## src/ngt_pkg.sv

```systemverilog
package ngt_pkg;

   localparam int TABLE_DEPTH_DEF = 16;
   localparam int ADDR_BITS_DEF   = 16;

   localparam int IN_ADDR_W  = 16;
   localparam int SEQ_W      = 8;
   localparam int AVG_W      = 16;
   localparam int STATUS_W   = 2;
   localparam int INDEX_W    = 4;
   localparam int REQ_DATA_W = 24;
   localparam int RSP_DATA_W = 32;

   localparam logic [AVG_W-1:0] GAP_UNITY   = 16'h0100;
   localparam logic [AVG_W-1:0] GAP_ALPHA   = 16'h0040;
   localparam logic [AVG_W-1:0] GAP_KEEP    = GAP_UNITY - GAP_ALPHA;
   localparam int               UNITY_SHIFT = 8;
   localparam int               PROD_W      = 24;

   typedef enum logic [STATUS_W-1:0] {
      ST_UPDATED = 2'd0,
      ST_ADDED   = 2'd1,
      ST_DROPPED = 2'd2
   } status_type;

   typedef enum logic [1:0] {
      S_IDLE,
      S_MATCH,
      S_UPDATE,
      S_INSERT
   } ngt_state_type;

   typedef struct packed {
      logic load;
      logic rd_first;
      logic rd_next;
      logic update;
      logic insert;
   } ngt_cmd_type;

   typedef struct packed {
      logic used_zero;
      logic hit;
      logic last;
      logic rsp_free;
   } ngt_status_type;

endpackage

```

## src/ngt_ram.sv

```systemverilog
module ngt_ram
   #(
   parameter int WIDTH = 8,
   parameter int DEPTH = 16,
   localparam int AW   = (DEPTH > 1) ? $clog2(DEPTH) : 1
   )
   (
   input  logic             clock,
   input  logic             we,
   input  logic [AW-1:0]    waddr,
   input  logic [WIDTH-1:0] wdata,
   input  logic             re,
   input  logic [AW-1:0]    raddr,
   output logic [WIDTH-1:0] rdata
   );

   logic [WIDTH-1:0] mem_ff [DEPTH];
   logic [WIDTH-1:0] rdata_ff;

   always_ff @(posedge clock) begin
      if (we) begin
         mem_ff[waddr] <= wdata;
      end
      if (re) begin
         rdata_ff <= mem_ff[raddr];
      end
   end

   assign rdata = rdata_ff;

endmodule

```

## src/ngt_ctrl.sv

```systemverilog
module ngt_ctrl
   import ngt_pkg::*;
   (
   input  logic           clock,
   input  logic           reset,
   input  logic           req_tvalid,
   output logic           req_tready,
   input  ngt_status_type status,
   output ngt_cmd_type    cmd
   );

   ngt_state_type state_ff;
   ngt_state_type state_in;

   always_ff @(posedge clock) begin
      if (reset) begin
         state_ff <= S_IDLE;
      end else begin
         state_ff <= state_in;
      end
   end

   always_comb begin
      state_in   = state_ff;
      cmd        = '0;
      req_tready = 1'b0;
      case (state_ff)
         S_IDLE: begin
            req_tready = 1'b1;
            if (req_tvalid) begin
               cmd.load = 1'b1;
               if (status.used_zero) begin
                  state_in = S_INSERT;
               end else begin
                  cmd.rd_first = 1'b1;
                  state_in     = S_MATCH;
               end
            end
         end
         S_MATCH: begin
            if (status.hit) begin
               state_in = S_UPDATE;
            end else if (status.last) begin
               state_in = S_INSERT;
            end else begin
               cmd.rd_next = 1'b1;
            end
         end
         S_UPDATE: begin
            if (status.rsp_free) begin
               cmd.update = 1'b1;
               state_in   = S_IDLE;
            end
         end
         S_INSERT: begin
            if (status.rsp_free) begin
               cmd.insert = 1'b1;
               state_in   = S_IDLE;
            end
         end
         default: begin
            state_in = S_IDLE;
         end
      endcase
   end

endmodule

```

## src/ngt_datapath.sv

```systemverilog
module ngt_datapath
   import ngt_pkg::*;
   #(
   parameter int TABLE_DEPTH = TABLE_DEPTH_DEF,
   parameter int ADDR_BITS   = ADDR_BITS_DEF
   )
   (
   input  logic                  clock,
   input  logic                  reset,
   input  logic [REQ_DATA_W-1:0] req_tdata,
   output logic                  rsp_tvalid,
   input  logic                  rsp_tready,
   output logic [RSP_DATA_W-1:0] rsp_tdata,
   input  ngt_cmd_type           cmd,
   output ngt_status_type        status
   );

   localparam int KEY_W   = (ADDR_BITS < IN_ADDR_W) ? ADDR_BITS : IN_ADDR_W;
   localparam int SLOT_W  = (TABLE_DEPTH > 1) ? $clog2(TABLE_DEPTH) : 1;
   localparam int CNT_W   = $clog2(TABLE_DEPTH + 1);
   localparam int ENTRY_W = KEY_W + SEQ_W + AVG_W;

   logic [KEY_W-1:0]   addr_ff;
   logic [SEQ_W-1:0]   seq_ff;
   logic [SLOT_W-1:0]  idx_ff;
   logic [CNT_W-1:0]   used_ff;
   logic [CNT_W-1:0]   used_in;

   logic               rsp_valid_ff;
   logic               rsp_valid_in;
   status_type         rsp_status_ff;
   logic [INDEX_W-1:0] rsp_index_ff;
   logic [SEQ_W-1:0]   rsp_gap_ff;
   logic [AVG_W-1:0]   rsp_avg_ff;

   logic               ram_we;
   logic [SLOT_W-1:0]  ram_waddr;
   logic [ENTRY_W-1:0] ram_wdata;
   logic               ram_re;
   logic [SLOT_W-1:0]  ram_raddr;
   logic [ENTRY_W-1:0] ram_rdata;

   logic [KEY_W-1:0]   rd_key;
   logic [SEQ_W-1:0]   rd_prev;
   logic [AVG_W-1:0]   rd_avg;
   logic [SEQ_W-1:0]   upd_gap;
   logic [PROD_W-1:0]  upd_prod;
   logic [AVG_W-1:0]   upd_avg;
   logic               full;
   logic [SLOT_W-1:0]  new_slot;
   logic [SLOT_W+INDEX_W-1:0] idx_wide;
   logic [SLOT_W+INDEX_W-1:0] new_wide;

   assign rd_key  = ram_rdata[ENTRY_W-1 -: KEY_W];
   assign rd_prev = ram_rdata[AVG_W +: SEQ_W];
   assign rd_avg  = ram_rdata[AVG_W-1:0];

   assign upd_gap  = seq_ff - rd_prev;
   assign upd_prod = PROD_W'(rd_avg) * PROD_W'(GAP_KEEP);
   assign upd_avg  = AVG_W'(AVG_W'(upd_gap) * GAP_ALPHA)
                   + AVG_W'(upd_prod >> UNITY_SHIFT);

   assign full     = (used_ff == CNT_W'(TABLE_DEPTH));
   assign new_slot = used_ff[SLOT_W-1:0];
   assign idx_wide = {{INDEX_W{1'b0}}, idx_ff};
   assign new_wide = {{INDEX_W{1'b0}}, new_slot};

   assign status.used_zero = (used_ff == '0);
   assign status.hit       = (rd_key == addr_ff);
   assign status.last      = ((CNT_W'(idx_ff) + CNT_W'(1)) == used_ff);
   assign status.rsp_free  = !rsp_valid_ff || rsp_tready;

   assign ram_re    = cmd.rd_first || cmd.rd_next;
   assign ram_raddr = cmd.rd_next ? SLOT_W'(idx_ff + SLOT_W'(1)) : '0;
   assign ram_we    = cmd.update || (cmd.insert && !full);
   assign ram_waddr = cmd.update ? idx_ff : new_slot;
   assign ram_wdata = cmd.update ? {addr_ff, seq_ff, upd_avg}
                                 : {addr_ff, seq_ff, GAP_UNITY};

   ngt_ram #(
      .WIDTH (ENTRY_W),
      .DEPTH (TABLE_DEPTH)
   ) u_table (
      .clock (clock),
      .we    (ram_we),
      .waddr (ram_waddr),
      .wdata (ram_wdata),
      .re    (ram_re),
      .raddr (ram_raddr),
      .rdata (ram_rdata)
   );

   always_comb begin
      used_in = used_ff;
      if (cmd.insert && !full) begin
         used_in = used_ff + CNT_W'(1);
      end
      rsp_valid_in = rsp_valid_ff;
      if (rsp_tready) begin
         rsp_valid_in = 1'b0;
      end
      if (cmd.update || cmd.insert) begin
         rsp_valid_in = 1'b1;
      end
   end

   always_ff @(posedge clock) begin
      if (reset) begin
         used_ff      <= '0;
         rsp_valid_ff <= 1'b0;
      end else begin
         used_ff      <= used_in;
         rsp_valid_ff <= rsp_valid_in;
      end
   end

   always_ff @(posedge clock) begin
      if (cmd.load) begin
         addr_ff <= req_tdata[KEY_W-1:0];
         seq_ff  <= req_tdata[IN_ADDR_W +: SEQ_W];
         idx_ff  <= '0;
      end else if (cmd.rd_next) begin
         idx_ff <= SLOT_W'(idx_ff + SLOT_W'(1));
      end
      if (cmd.update) begin
         rsp_status_ff <= ST_UPDATED;
         rsp_index_ff  <= idx_wide[INDEX_W-1:0];
         rsp_gap_ff    <= upd_gap;
         rsp_avg_ff    <= upd_avg;
      end else if (cmd.insert) begin
         if (full) begin
            rsp_status_ff <= ST_DROPPED;
            rsp_index_ff  <= '0;
            rsp_gap_ff    <= '0;
            rsp_avg_ff    <= '0;
         end else begin
            rsp_status_ff <= ST_ADDED;
            rsp_index_ff  <= new_wide[INDEX_W-1:0];
            rsp_gap_ff    <= SEQ_W'(1);
            rsp_avg_ff    <= GAP_UNITY;
         end
      end
   end

   assign rsp_tvalid = rsp_valid_ff;
   assign rsp_tdata  = {2'b00, rsp_avg_ff, rsp_gap_ff, rsp_index_ff, rsp_status_ff};

endmodule

```

## src/neighbor_seqno_gap_tracker.sv

```systemverilog
// Channel   Direction  Beat contents
// req_      in         sender_addr, seq_number
// rsp_      out        status, entry_index, seq_gap, avg_gap
//
// A packet is handled in order: it is loaded, the table entries are read until the
// sender is found or every filled entry has been read, then the update or insert.
// The table is one memory read one entry per cycle during the search.
// Reset clears the fill count and the result valid; entries are never cleared.
// A new packet is accepted while the previous result still waits in the output
// register; a search only holds at its end if that register is still full.
module neighbor_seqno_gap_tracker
   import ngt_pkg::*;
   #(
   parameter int TABLE_DEPTH = TABLE_DEPTH_DEF,
   parameter int ADDR_BITS   = ADDR_BITS_DEF
   )
   (
   input  logic                  clock,
   input  logic                  reset,
   input  logic                  req_tvalid,
   output logic                  req_tready,
   input  logic [REQ_DATA_W-1:0] req_tdata,  // sender_addr[15:0], seq_number[23:16]
   output logic                  rsp_tvalid,
   input  logic                  rsp_tready,
   output logic [RSP_DATA_W-1:0] rsp_tdata   // status[1:0], entry_index[5:2],
                                             // seq_gap[13:6], avg_gap[29:14]
   );

   ngt_cmd_type    cmd;
   ngt_status_type status;

   ngt_ctrl u_ctrl (
      .clock      (clock),
      .reset      (reset),
      .req_tvalid (req_tvalid),
      .req_tready (req_tready),
      .status     (status),
      .cmd        (cmd)
   );

   ngt_datapath #(
      .TABLE_DEPTH (TABLE_DEPTH),
      .ADDR_BITS   (ADDR_BITS)
   ) u_datapath (
      .clock      (clock),
      .reset      (reset),
      .req_tdata  (req_tdata),
      .rsp_tvalid (rsp_tvalid),
      .rsp_tready (rsp_tready),
      .rsp_tdata  (rsp_tdata),
      .cmd        (cmd),
      .status     (status)
   );

endmodule

```

## config.mk

```make
export PLATFORM = sky130hd
export DESIGN_NAME = neighbor_seqno_gap_tracker
export DESIGN_NICKNAME = d
export VERILOG_FILES = /design/src/ngt_pkg.sv /design/src/ngt_ram.sv /design/src/ngt_ctrl.sv /design/src/ngt_datapath.sv /design/src/neighbor_seqno_gap_tracker.sv
export SDC_FILE = /design/constraint.sdc
export NUM_CORES = 1
export LEC_CHECK = 0
export BUFFER_PORTS_ARGS = -buffer_cell sky130_fd_sc_hd__clkbuf_2
export CAP_MARGIN = 20
export CORE_MARGIN = 2
export CORE_UTILIZATION = 30
export CTS_BUF_LIST = sky130_fd_sc_hd__clkbuf_2
export DETAILED_ROUTE_END_ITERATION = 8
export PLACE_DENSITY_LB_ADDON = 0.08
export RECOVER_POWER = 25
export SYNTH_ARGS = -nofsm -noshare
export SYNTH_HDL_FRONTEND = slang
export SYNTH_SLANG_ARGS = --single-unit
export TNS_END_PERCENT = 50
```

## constraint.sdc

```tcl
create_clock -name clock -period 5.25 [get_ports clock]
set_input_delay 0.525 -clock clock [delete_from_list [all_inputs] [get_ports clock]]
set_output_delay 0.525 -clock clock [all_outputs]
set_load 0.02 [all_outputs]
```

Yosys cells after proc, flatten, opt, wreduce, memory -nomap -nowiden

Memories as Yosys holds them, arrays and structs flattened. A register that Yosys moved wholly into a read port is not among the register bits.
Cells that the tools add are included.

Mux-type cells: 33
Add/sub/neg operators: 5
Reduce and logical (&&, ||, !) cells: 13
Multiply operators: 1
Eq/ne operators: 9

Operators by type and width:

| operator                | number |
|---|---|
| $mux W16                | 3 |
| $mux W4                 | 5 |
| $mul A16 B2 Y18 const B | 1 |
| $add A14 B16 Y16        | 1 |
| $eq A16 B16 Y1          | 1 |
| $mux W2                 | 8 |
| $mux W8                 | 2 |
| $mux W1                 | 13 |
| $mux W9                 | 1 |
| $sub A8 B8 Y8           | 1 |
| $pmux W2 S3             | 1 |
| $add A4 B1 Y5 const B   | 1 |
| $add A5 B1 Y5 const B   | 1 |
| $eq A5 B5 Y1            | 1 |
| $eq A5 B5 Y1 const B    | 1 |
| $logic_not A5 Y1        | 1 |
| $add A4 B1 Y4 const B   | 1 |
| $eq A2 B2 Y1 const B    | 2 |
| $logic_or A1 B1 Y1      | 4 |
| $reduce_bool A2 Y1      | 2 |
| $ne A3 B3 Y1 const B    | 1 |
| $reduce_and A3 Y1       | 1 |
| $eq A2 B1 Y1 const B    | 1 |
| $logic_not A1 Y1        | 2 |
| other kinds (5)         | 5 |

Register bits: 66
Word-level logic and storage cells: 72
Memories kept: 1
Memory bits (writable): 640
Bits of input ports: 28
Output and inout bits: 34

Memories:

| name                      | words | bits a word | read ports | clocked after memory_dff | write ports | RTL line      | RTL |
|---|---|---|---|---|---|---|---|
| u_datapath.u_table.mem_ff | 16    | 40          | 1          | 1                        | 1           | ngt_ram.sv:17 | `logic [WIDTH-1:0] mem_ff [DEPTH];` |

Longest topological paths before layout

Gate-level depths: netlist of the first run.

Depth after elaboration: 8
Mapped depth: 18
Gate-level depth less buffers: 18

By module

A second synthesis of the first run with hierarchy kept.

Cell total of the unflattened synthesis: 1451
Area, all modules: 29733.5 µm²

By module, submodules not included:

| module       | instances | seq. area each (µm²) | cells each | area an instance (µm²) |
|---|---|---|---|---|
| ngt_ram      | 1         | 20419.6              | 1040       | 25532.0 |
| ngt_datapath | 1         | 1801.7               | 395        | 4038.9 |
| ngt_ctrl     | 1         | 40.0                 | 16         | 162.7 |

Least setup slack after synthesis of the first run

No wires, ideal clock.

Path kind: input to register
Start point: input port rsp_tready
End point: memory u_datapath.u_table.mem_ff[1][0] in the netlist's numbering, enable pin
Slack: 986 ps
Data required time: 4813 ps
Library setup time: 437 ps
Stages on the path: 7
Arrival: 3826 ps
Path through: nand2b_1 > nand2_1 > inv_1 > nand2_1 > nor2_1 > a32oi_1 > nor2_1

Word-level cells in the longest chain between the ends: 7
Elaborated cells between the ends (all ways): 9

Ends and longest elaborated chain:

| what                          | RTL line                         | RTL |
|---|---|---|
| start: declaration            | neighbor_seqno_gap_tracker.sv:24 | `input logic rsp_tready,` |
| $logic_or A1 B1 Y1 *          | ngt_datapath.sv:71               | `assign status.rsp_free = !rsp_valid_ff \|\| rsp_tready;` |
| $mux W1 *                     | ngt_ctrl.sv:50, ngt_ctrl.sv:56   |  |
| $mux W1                       | ngt_ctrl.sv:27                   | `case (state_ff)` |
| $logic_and A1 B1 Y1           | ngt_datapath.sv:75               | `assign ram_we = cmd.update \|\| (cmd.insert && !full);` |
| $logic_or A1 B1 Y1            | ngt_datapath.sv:75               |  |
| $mux W1                       | ngt_ram.sv:21                    | `if (we) begin` |
| $mux W1 (implied by the code) | ngt_ram.sv:22                    | `mem_ff[waddr] <= wdata;` |
| end: declaration              | ngt_ram.sv:17                    |  |

Every way passes the cells marked *; elsewhere a longest branch is shown, timed or not.

Worst setup path after layout of the first run

Start point: register u_datapath.u_table.rdata_ff[2] (netlist: u_datapath.u_table.rdata[2]), read port of u_datapath.u_table.mem_ff
End point: memory u_datapath.u_table.mem_ff[15][14] in the netlist's numbering, data pin

Word-level cells in the longest chain between the ends: 3

Ends and longest elaborated chain:

| what                         | RTL line           | RTL |
|---|---|---|
| start: declaration           | ngt_ram.sv:18      | `logic [WIDTH-1:0] rdata_ff;` |
| $mul A16 B2 Y18              | ngt_datapath.sv:59 | `assign upd_prod = PROD_W'(rd_avg) * PROD_W'(GAP_KEEP);` |
| $add A14 B16 Y16             | ngt_datapath.sv:61 | `+ AVG_W'(upd_prod >> UNITY_SHIFT);` |
| $mux W16                     | ngt_datapath.sv:77 | `assign ram_wdata = cmd.update ? {addr_ff, seq_ff, upd_avg}` |
| via u_datapath.ram_wdata[14] | ngt_datapath.sv:38 | `logic [ENTRY_W-1:0] ram_wdata;` |

The timed path passes the listed nets, and every way through them passes these cells.

==> impl_metrics.py, run 1 <==
metrics = {
    "sta": {
        "min_period_ns": 4.71,
        "fmax_mhz": 212,
        "worst_pin_slew_ns": 1.15,
        "slew_headroom": 0.233,
        "tns_ns": 0,
        "final-hold-violation-count": 0,
        "setup_viol": 0,
        "rsz0062_at_grt": "no",
        "fin_skew_ns": 0.126,
        "fin_crit_sh": 0.897,
        "slew_violations": 0,
    },
    "logic_synthesis": {
        "ys_seq_area_frac": 0.726,
        "ys_types": 55,
        "ys_ff_latch": 746,
        "synthTopCellsByCount": "edfxtp_1 (732), nand2_1 (188), a21oi_1 (182), clkbuf_1 (111), nor2_1 (111)",
        "yosys.cell_count.top_type": "edfxtp_1",
        "synth_flop_cell": "edfxtp_1",
        "synth-edff-count": 732,
        "syn_area_um2": 30700,
        "ys_async_sr_fraction": 0,
        "synth_top_area_share": 0.717,
        "synth_area_per_cell_um2": 14.8,
        "yosysTopAreaCell": "edfxtp_1",
        "synth_area_leaders": "edfxtp_1 (72%), a21oi_1 (3.0%), mux2_2 (2.9%)",
        "syn_inst": 2076,
        "synth_warnings": 0,
    },
    "critical_path": {
        "critical_path_class": "flop to flop",
        "cp.required_ns": 6.38,
        "cp-start-kind": "flop",
        "critPathMaxStageDelay_ns": 0.73,
        "worstSetupPathDepth": 18,
        "crit_slowest_cell": "nor2_1",
        "crit_chain": "ha_1 > a21oi_1 > nand2_1 > a21oi_1 > o21bai_1 > a21o_1 > a21oi_1 > xnor2_1 > ha_1 > fa_1 > a21o_1 > a21oi_1 > o21bai_1 > a21oi_1 > o21bai_1 > a21oi_1 > xor2_1 > nor2_1",
        "path_buf_inv": 0,
        "cp-end-kind": "flop",
        "crit_fanout": 16,
        "cpMostUsedCell": "a21oi_1",
        "arrival_ns": 5.84,
        "reg2reg_depth": 18,
        "cpLargestDelayFamily": "compound AO/OA/AOI/OAI gates",
    },
    "finish": {
        "stdcell_area_um2": 35500,
        "drive_gt1_frac": 0.226,
        "final_nets": 2397,
        "multi_input_comb_area_um2": 7960,
        "regArea_um2": 22300,
        "area_growth_pct": 15.9,
        "fill_cells": 10100,
        "finish.utilization": 0.350,
    },
    "placed_design": {
        "dp_hpwl_mm": 47.7,
        "gp_congestion": 0.742,
        "io_buffers": 59,
        "placed_cell_area_um2": 33100,
    },
    "clock_tree": {
        "post_cts_buffers": 0,
        "clk_latency_ns": 1.49,
        "clkTransAtPathRegs_ns": 0.10,
        "cts-root-buf": "clkbuf_2",
        "cts_tree": "done",
        "cts_made_buffers": 203,
        "cts_max_level": 4,
        "cts.sinks": 746,
        "cts_resized": 0,
        "clockBufferDepth": 3,
    },
    "hold_path": {
        "hold_class": "primary input to flop",
        "whs_path_depth": 3,
    },
    "power_and_ir_drop": {
        "p_int_mw": 10.8,
        "p_leak_nw": 11.8,
        "vdd_drop_max_mv": 0.509,
        "switching_power_mw": 6.64,
        "powerDensity_nw_per_um2": 489,
        "netSwitchingFraction": 0.382,
        "pwr-share-clk": 0.240,
        "p_comb_frac": 0.338,
        "seq_power_share": 0.422,
    },
    "floorplanning": {
        "dieWidth_um": 324,
        "core_area_um2": 102000,
        "die_area_um2": 105000,
        "ioPinCount": 62,
        "die_h_um": 324,
        "rows": 117,
        "initial_core_util": 0.302,
    },
    "grt": {
        "grt.total_usage": 0.185,
        "grt_pass1_vias": 19700,
        "grt_antenna_before_repair": 2,
        "grt_max_degree": 127,
        "grt.overflow.total": 0,
        "grt_pass1_wl_mm": 138,
    },
    "status": {
        "status": "completed",
    },
    "routing": {
        "wirelength_mm": 96.1,
        "wire_per_inst_um": 24.9,
        "drtPass1Iterations": 5,
        "vias": 19200,
        "drcViolationCount": 0,
        "drt_iter0_markers": 1412,
        "postRouteAntennaNets": 0,
        "vias_per_cell": 4.96,
    },
    "run": {
        "maxCapViolCount": 0,
    },
}
[area by class of cell]
class | instances | area share
clock buffers | 317 | 0.0446
multi-input cells | 1163 | 0.224
inverters | 32 | 0.00341
well taps | 1368 | 0.0482
diodes | 9 | 0.000634
clock inverters | 43 | 0.00648
flip-flops and latches | 746 | 0.626
repair buffers | 187 | 0.0463
[timing repair]
item | 4_1_cts | 5_1_grt
hold buffers | 56 | 0
hold endpoints to repair | 143 | 0
endpoints found under the setup margin | 0 | 0
[layer usage]
metal  global-route usage  wire length [um]  vias up
met5                    0                 0        -
met4               0.0727              2660        0
met3               0.0358              4590      174
met2                0.299             45100      582
met1                0.246             43700     9696
li1                     -                 -     8722
[power groups by stage]
stage / combinational (mW) / sequential, mW / clock, mW
global placement: 5.88 / 7.48 / 0
floorplan: 3.71 / 7.50 / 0
finish: 5.88 / 7.35 / 4.17
detailed placement: 5.91 / 7.49 / 0
global route: 6.46 / 7.39 / 4.66
CTS: 5.96 / 7.36 / 4.38
[cell usage in the layout, fill, tap and decap left out, types with 4 or more instances in the layout]
| master | Yosys | layout |
|---|---|---|
| nor2_4 | 0 | 19 |
| diode_2 | 0 | 9 |
| nand2b_1 | 9 | 8 |
| a221oi_1 | 40 | 40 |
| o21ai_1 | 20 | 20 |
| ha_1 | 33 | 32 |
| and2_1 | 13 | 13 |
| dfxtp_1 | 14 | 13 |
| a22oi_1 | 40 | 40 |
| buf_4 | 4 | 39 |
| o21bai_1 | 6 | 6 |
| mux2i_1 | 83 | 83 |
| clkbuf_2 | 0 | 370 |
| a21o_1 | 6 | 6 |
| edfxtp_1 | 732 | 732 |
| nor2_1 | 111 | 92 |
| clkbuf_1 | 111 | 15 |
| and3_1 | 4 | 4 |
| xnor2_1 | 34 | 34 |
| o31ai_1 | 40 | 40 |
| nor2b_1 | 4 | 4 |
| xor2_1 | 13 | 12 |
| clkinv_2 | 0 | 4 |
| o2111ai_1 | 40 | 40 |
| o21ai_0 | 75 | 74 |
| dlygate4sd3_1 | 0 | 56 |
| buf_12 | 0 | 23 |
| clkinv_1 | 0 | 27 |
| mux2_2 | 80 | 80 |
| a31oi_1 | 5 | 5 |
| a221o_1 | 40 | 40 |
| a21oi_1 | 182 | 182 |
| inv_1 | 32 | 30 |
| nand2_1 | 188 | 187 |
| nand3_1 | 47 | 47 |
| a211oi_1 | 5 | 5 |
| inv_2 | 0 | 9 |
| nand4_1 | 7 | 7 |
[logic make-up (layout without fill, tap and decap cells)]
group | count (synthesis) | after routing | synth area share
and+or+nand+nor | 398 | 398 | 0.0552
buffers and inverters | 168 | 579 | 0.0216
DFF | 746 | 746 | 0.726
adders and majority gates | 36 | 36 | 0.0154
other | 1 | 11 | 0.000122
muxes | 163 | 163 | 0.0565
xor gates and xnor gates | 48 | 48 | 0.0142
AOI/OAI and AO/OA | 516 | 516 | 0.111
[stage by stage]
| step | power [mW] | cells | setup WS (ns) | hold slack, ns |
|---|---|---|---|---|
| after global routing | 18.5 | 3864 | 0.207 | 0.157 |
| after detailed placement | 13.4 | 3435 | 0.519 | 0.463 |
| after global placement | 13.4 | 3435 | 0.544 | 0.452 |
| final | 17.4 | 3865 | 0.542 | 0.282 |
| after CTS | 17.7 | 3851 | 0.455 | 0.0793 |
| after floorplan | 11.2 | 2077 | 0.986 | 0.506 |
[worst paths after layout]
path                                       startpoint  slack (ns)                                     endpoint
max reg2reg     u_datapath.u_table.rdata[2]$_DFFE_PP_        0.54  u_datapath.u_table.mem_ff[15][14]$_DFFE_PP_
min                                      req_tdata[7]        0.28              u_datapath.addr_ff[7]$_DFFE_PP_
min reg2reg  u_datapath.rsp_status_ff[0]$_SDFFE_PP0P_        0.47     u_datapath.rsp_status_ff[0]$_SDFFE_PP0P_
max             u_datapath.u_table.rdata[2]$_DFFE_PP_        0.54  u_datapath.u_table.mem_ff[15][14]$_DFFE_PP_
[tightest hold or removal path, delay by kind of cell]
| kind | cells | cell delay (ns) |
|---|---|---|
| buffers and inverters | 3 | 1.14 |
[flip-flops by register name, indices dropped and copies added, names as in the netlist]
name and count:
u_datapath.rsp_gap_ff 8, u_datapath.rsp_status_ff 2, u_datapath.rsp_avg_ff 16, u_datapath.seq_ff 8, u_datapath.u_table.rdata 40, u_datapath.u_table.mem_ff 640, u_datapath.rsp_index_ff 4, u_ctrl.state_ff 2
u_datapath.addr_ff 16, u_datapath.rsp_tvalid 1, u_datapath.idx_ff 4, u_datapath.used_ff 5
(Power assumes the default switching activity.)
==> run 2, diff against run 1 <==
--- a/config.mk
+++ b/config.mk
@@ -7,7 +7,6 @@
 export LEC_CHECK = 0
 export BUFFER_PORTS_ARGS = -buffer_cell sky130_fd_sc_hd__clkbuf_2
 export CAP_MARGIN = 20
-export CORE_MARGIN = 2
 export CORE_UTILIZATION = 30
 export CTS_BUF_LIST = sky130_fd_sc_hd__clkbuf_2
 export DETAILED_ROUTE_END_ITERATION = 8
==> impl_metrics.py, run 2 (same netlist as run 1, synthesis figures left out) <==
metrics = {
    "sta": {
        "slew_violations": 0,
        "setup_viol": 0,
        "whs_ns": 0.306,
        "worst_pin_slew_ns": 1.06,
        "final-hold-violation-count": 0,
        "rsz0062_at_grt": "no",
        "fmax_mhz": 209,
        "min_period_ns": 4.79,
        "fin_crit_sh": 0.912,
        "tns_ns": 0,
        "layout_setup_ws_ns": 0.463,
        "slew_headroom": 0.291,
        "fin_skew_ns": 0.112,
    },
    "critical_path": {
        "cp-end-kind": "flop",
        "cp-start-kind": "flop",
        "path_buf_inv": 0,
        "crit_fanout": 16,
        "arrival_ns": 5.88,
        "critPathMaxStageDelay_ns": 0.69,
        "cp.required_ns": 6.34,
        "r2r_slack_ns": 0.46,
        "reg2reg_depth": 18,
        "cpMostUsedCell": "a21oi_1",
        "rr_endpoint": "u_datapath.u_table.mem_ff[5][14]$_DFFE_PP_",
        "critical_path_class": "flop to flop",
        "crit_slowest_cell": "nor2_1",
        "worstReg2RegStart": "u_datapath.u_table.rdata[2]$_DFFE_PP_",
        "crit_chain": "ha_1 > a21oi_1 > nand2_1 > a21oi_1 > o21bai_1 > a21o_1 > a21oi_1 > xnor2_1 > ha_1 > fa_1 > a21o_1 > a21oi_1 > o21bai_1 > a21oi_1 > o21bai_1 > a21oi_1 > xor2_1 > nor2_1",
        "cpLargestDelayFamily": "compound AO/OA/AOI/OAI gates",
    },
    "clock_tree": {
        "cts-root-buf": "clkbuf_2",
        "cts.sinks": 746,
        "cts_tree": "done",
        "cts_max_level": 4,
        "cts_made_buffers": 204,
        "clkTransAtPathRegs_ns": 0.11,
        "clockBufferDepth": 3,
        "clk_latency_ns": 1.49,
        "post_cts_buffers": 0,
    },
    "grt": {
        "grt.overflow.total": 0,
        "grt_max_degree": 133,
        "grt.total_usage": 0.184,
        "grt_pass1_wl_mm": 137,
        "grt_pass1_vias": 19600,
        "grt_antenna_before_repair": 2,
    },
    "hold_path": {
        "whs_path_depth": 3,
        "hold_class": "primary input to flop",
        "worstHoldStart": "req_tdata[3]",
        "hold_end": "u_datapath.addr_ff[3]$_DFFE_PP_",
    },
    "floorplanning": {
        "die_area_um2": 104000,
        "initial_core_util": 0.305,
        "die_h_um": 322,
        "dieWidth_um": 322,
        "core_area_um2": 101000,
        "ioPinCount": 62,
        "rows": 116,
    },
    "finish": {
        "fill_cells": 9909,
        "largest_reg_flops": 640,
        "mostFrequentLayoutCells": "edfxtp_1 (732), clkbuf_2 (360), nand2_1 (187), a21oi_1 (182), nor2_1 (92)",
        "final_common_cell": "edfxtp_1",
        "final_nets": 2396,
        "area_growth_pct": 16.0,
        "drive_gt1_frac": 0.222,
        "finish.utilization": 0.353,
        "top_register": "u_datapath.u_table.mem_ff",
    },
    "routing": {
        "wirelength_mm": 95.2,
        "vias_per_cell": 5.00,
        "wire_per_inst_um": 24.7,
        "drtPass1Iterations": 5,
        "drt_iter0_markers": 1524,
        "vias": 19300,
        "postRouteAntennaNets": 0,
        "drcViolationCount": 0,
    },
    "power_and_ir_drop": {
        "vdd_drop_max_mv": 0.372,
        "p_leak_nw": 11.8,
        "powerDensity_nw_per_um2": 489,
        "total_power_mw": 17.4,
    },
    "run": {
        "maxCapViolCount": 0,
    },
    "placed_design": {
        "io_buffers": 59,
        "gp_congestion": 0.785,
        "place_ws_ns": 0.592,
        "dp_hpwl_mm": 46.4,
    },
    "status": {
        "status": "completed",
    },
}
-- run 2: changes by cell type in the layout (fill, tap and decap cells not counted) --
cell	previous run	this run
inv_2	9	2
diode_2	9	5
clkbuf_8	0	1
clkinv_2	4	6
clkbuf_2	370	360
clkinv_4	0	4
clkbuf_1	15	10
buf_4	39	36
clkinv_1	27	45
buf_12	23	24
inv_6	1	5
-- run 2: timing repair --
action / 4_1_cts / 5_1_grt
hold endpoints to repair: 143 / 0
setup endpoints to repair: 0 / 0
resized for setup: 0 / 0
hold buffers: 56 / 0
-- run 2: worst max-delay path by stage --
| stage | cells after the start | slack (ns) | from | to |
|---|---|---|---|---|
| after floorplan | 7 | 0.99 | rsp_tready | u_datapath.u_table.mem_ff[1][0]$_DFFE_PP_ |
| after global placement | 18 | 0.60 | u_datapath.u_table.rdata[2]$_DFFE_PP_ | u_datapath.u_table.mem_ff[4][14]$_DFFE_PP_ |
| after detailed placement | 18 | 0.59 | u_datapath.u_table.rdata[2]$_DFFE_PP_ | u_datapath.u_table.mem_ff[4][14]$_DFFE_PP_ |
| after CTS | 18 | 0.48 | u_datapath.u_table.rdata[2]$_DFFE_PP_ | u_datapath.u_table.mem_ff[5][14]$_DFFE_PP_ |
| after global routing | 18 | 0.15 | u_datapath.u_table.rdata[2]$_DFFE_PP_ | u_datapath.u_table.mem_ff[5][14]$_DFFE_PP_ |
| final | 18 | 0.46 | u_datapath.u_table.rdata[2]$_DFFE_PP_ | u_datapath.u_table.mem_ff[5][14]$_DFFE_PP_ |
-- run 2: cell type report --
class,count,area [um^2],area share
antenna,5,12.5,0.000352
clock buffer,303,1520,0.0426
clock inverter,64,352,0.00988
inverter,32,121,0.00341
multi-input combinational,1163,7960,0.224
sequential,746,22300,0.626
tap,1357,1700,0.0477
timing repair buffer,185,1660,0.0466
-- run 2: tightest hold or removal path, cell delays in order --
cell           delay [ns]
dlygate4sd3_1        0.52
clkbuf_2             0.09
dlygate4sd3_1        0.53
-- run 2: report_power, final --
part | internal (mW) | switching [mW] | leakage (nW)
registers | 7.17 | 0.226 | 6.79
logic | 1.90 | 3.91 | 3.56
clock network | 1.67 | 2.53 | 1.42
total | 10.7 | 6.66 | 11.8
-- run 2: metrics by stage --
stage,area [um^2],instances
finish,35600,3855
global route,35600,3855
CTS,35600,3847
detailed placement,33100,3424
floorplan,30700,2077
global placement,33100,3423
-- run 2: metal layers --
| layer | part of all wire | GRT usage |
|---|---|---|
| met2 | 0.47 | 0.295 |
| met4 | 0.024 | 0.0672 |
| met1 | 0.46 | 0.249 |
| met5 | 0 | 0 |
| met3 | 0.043 | 0.0340 |
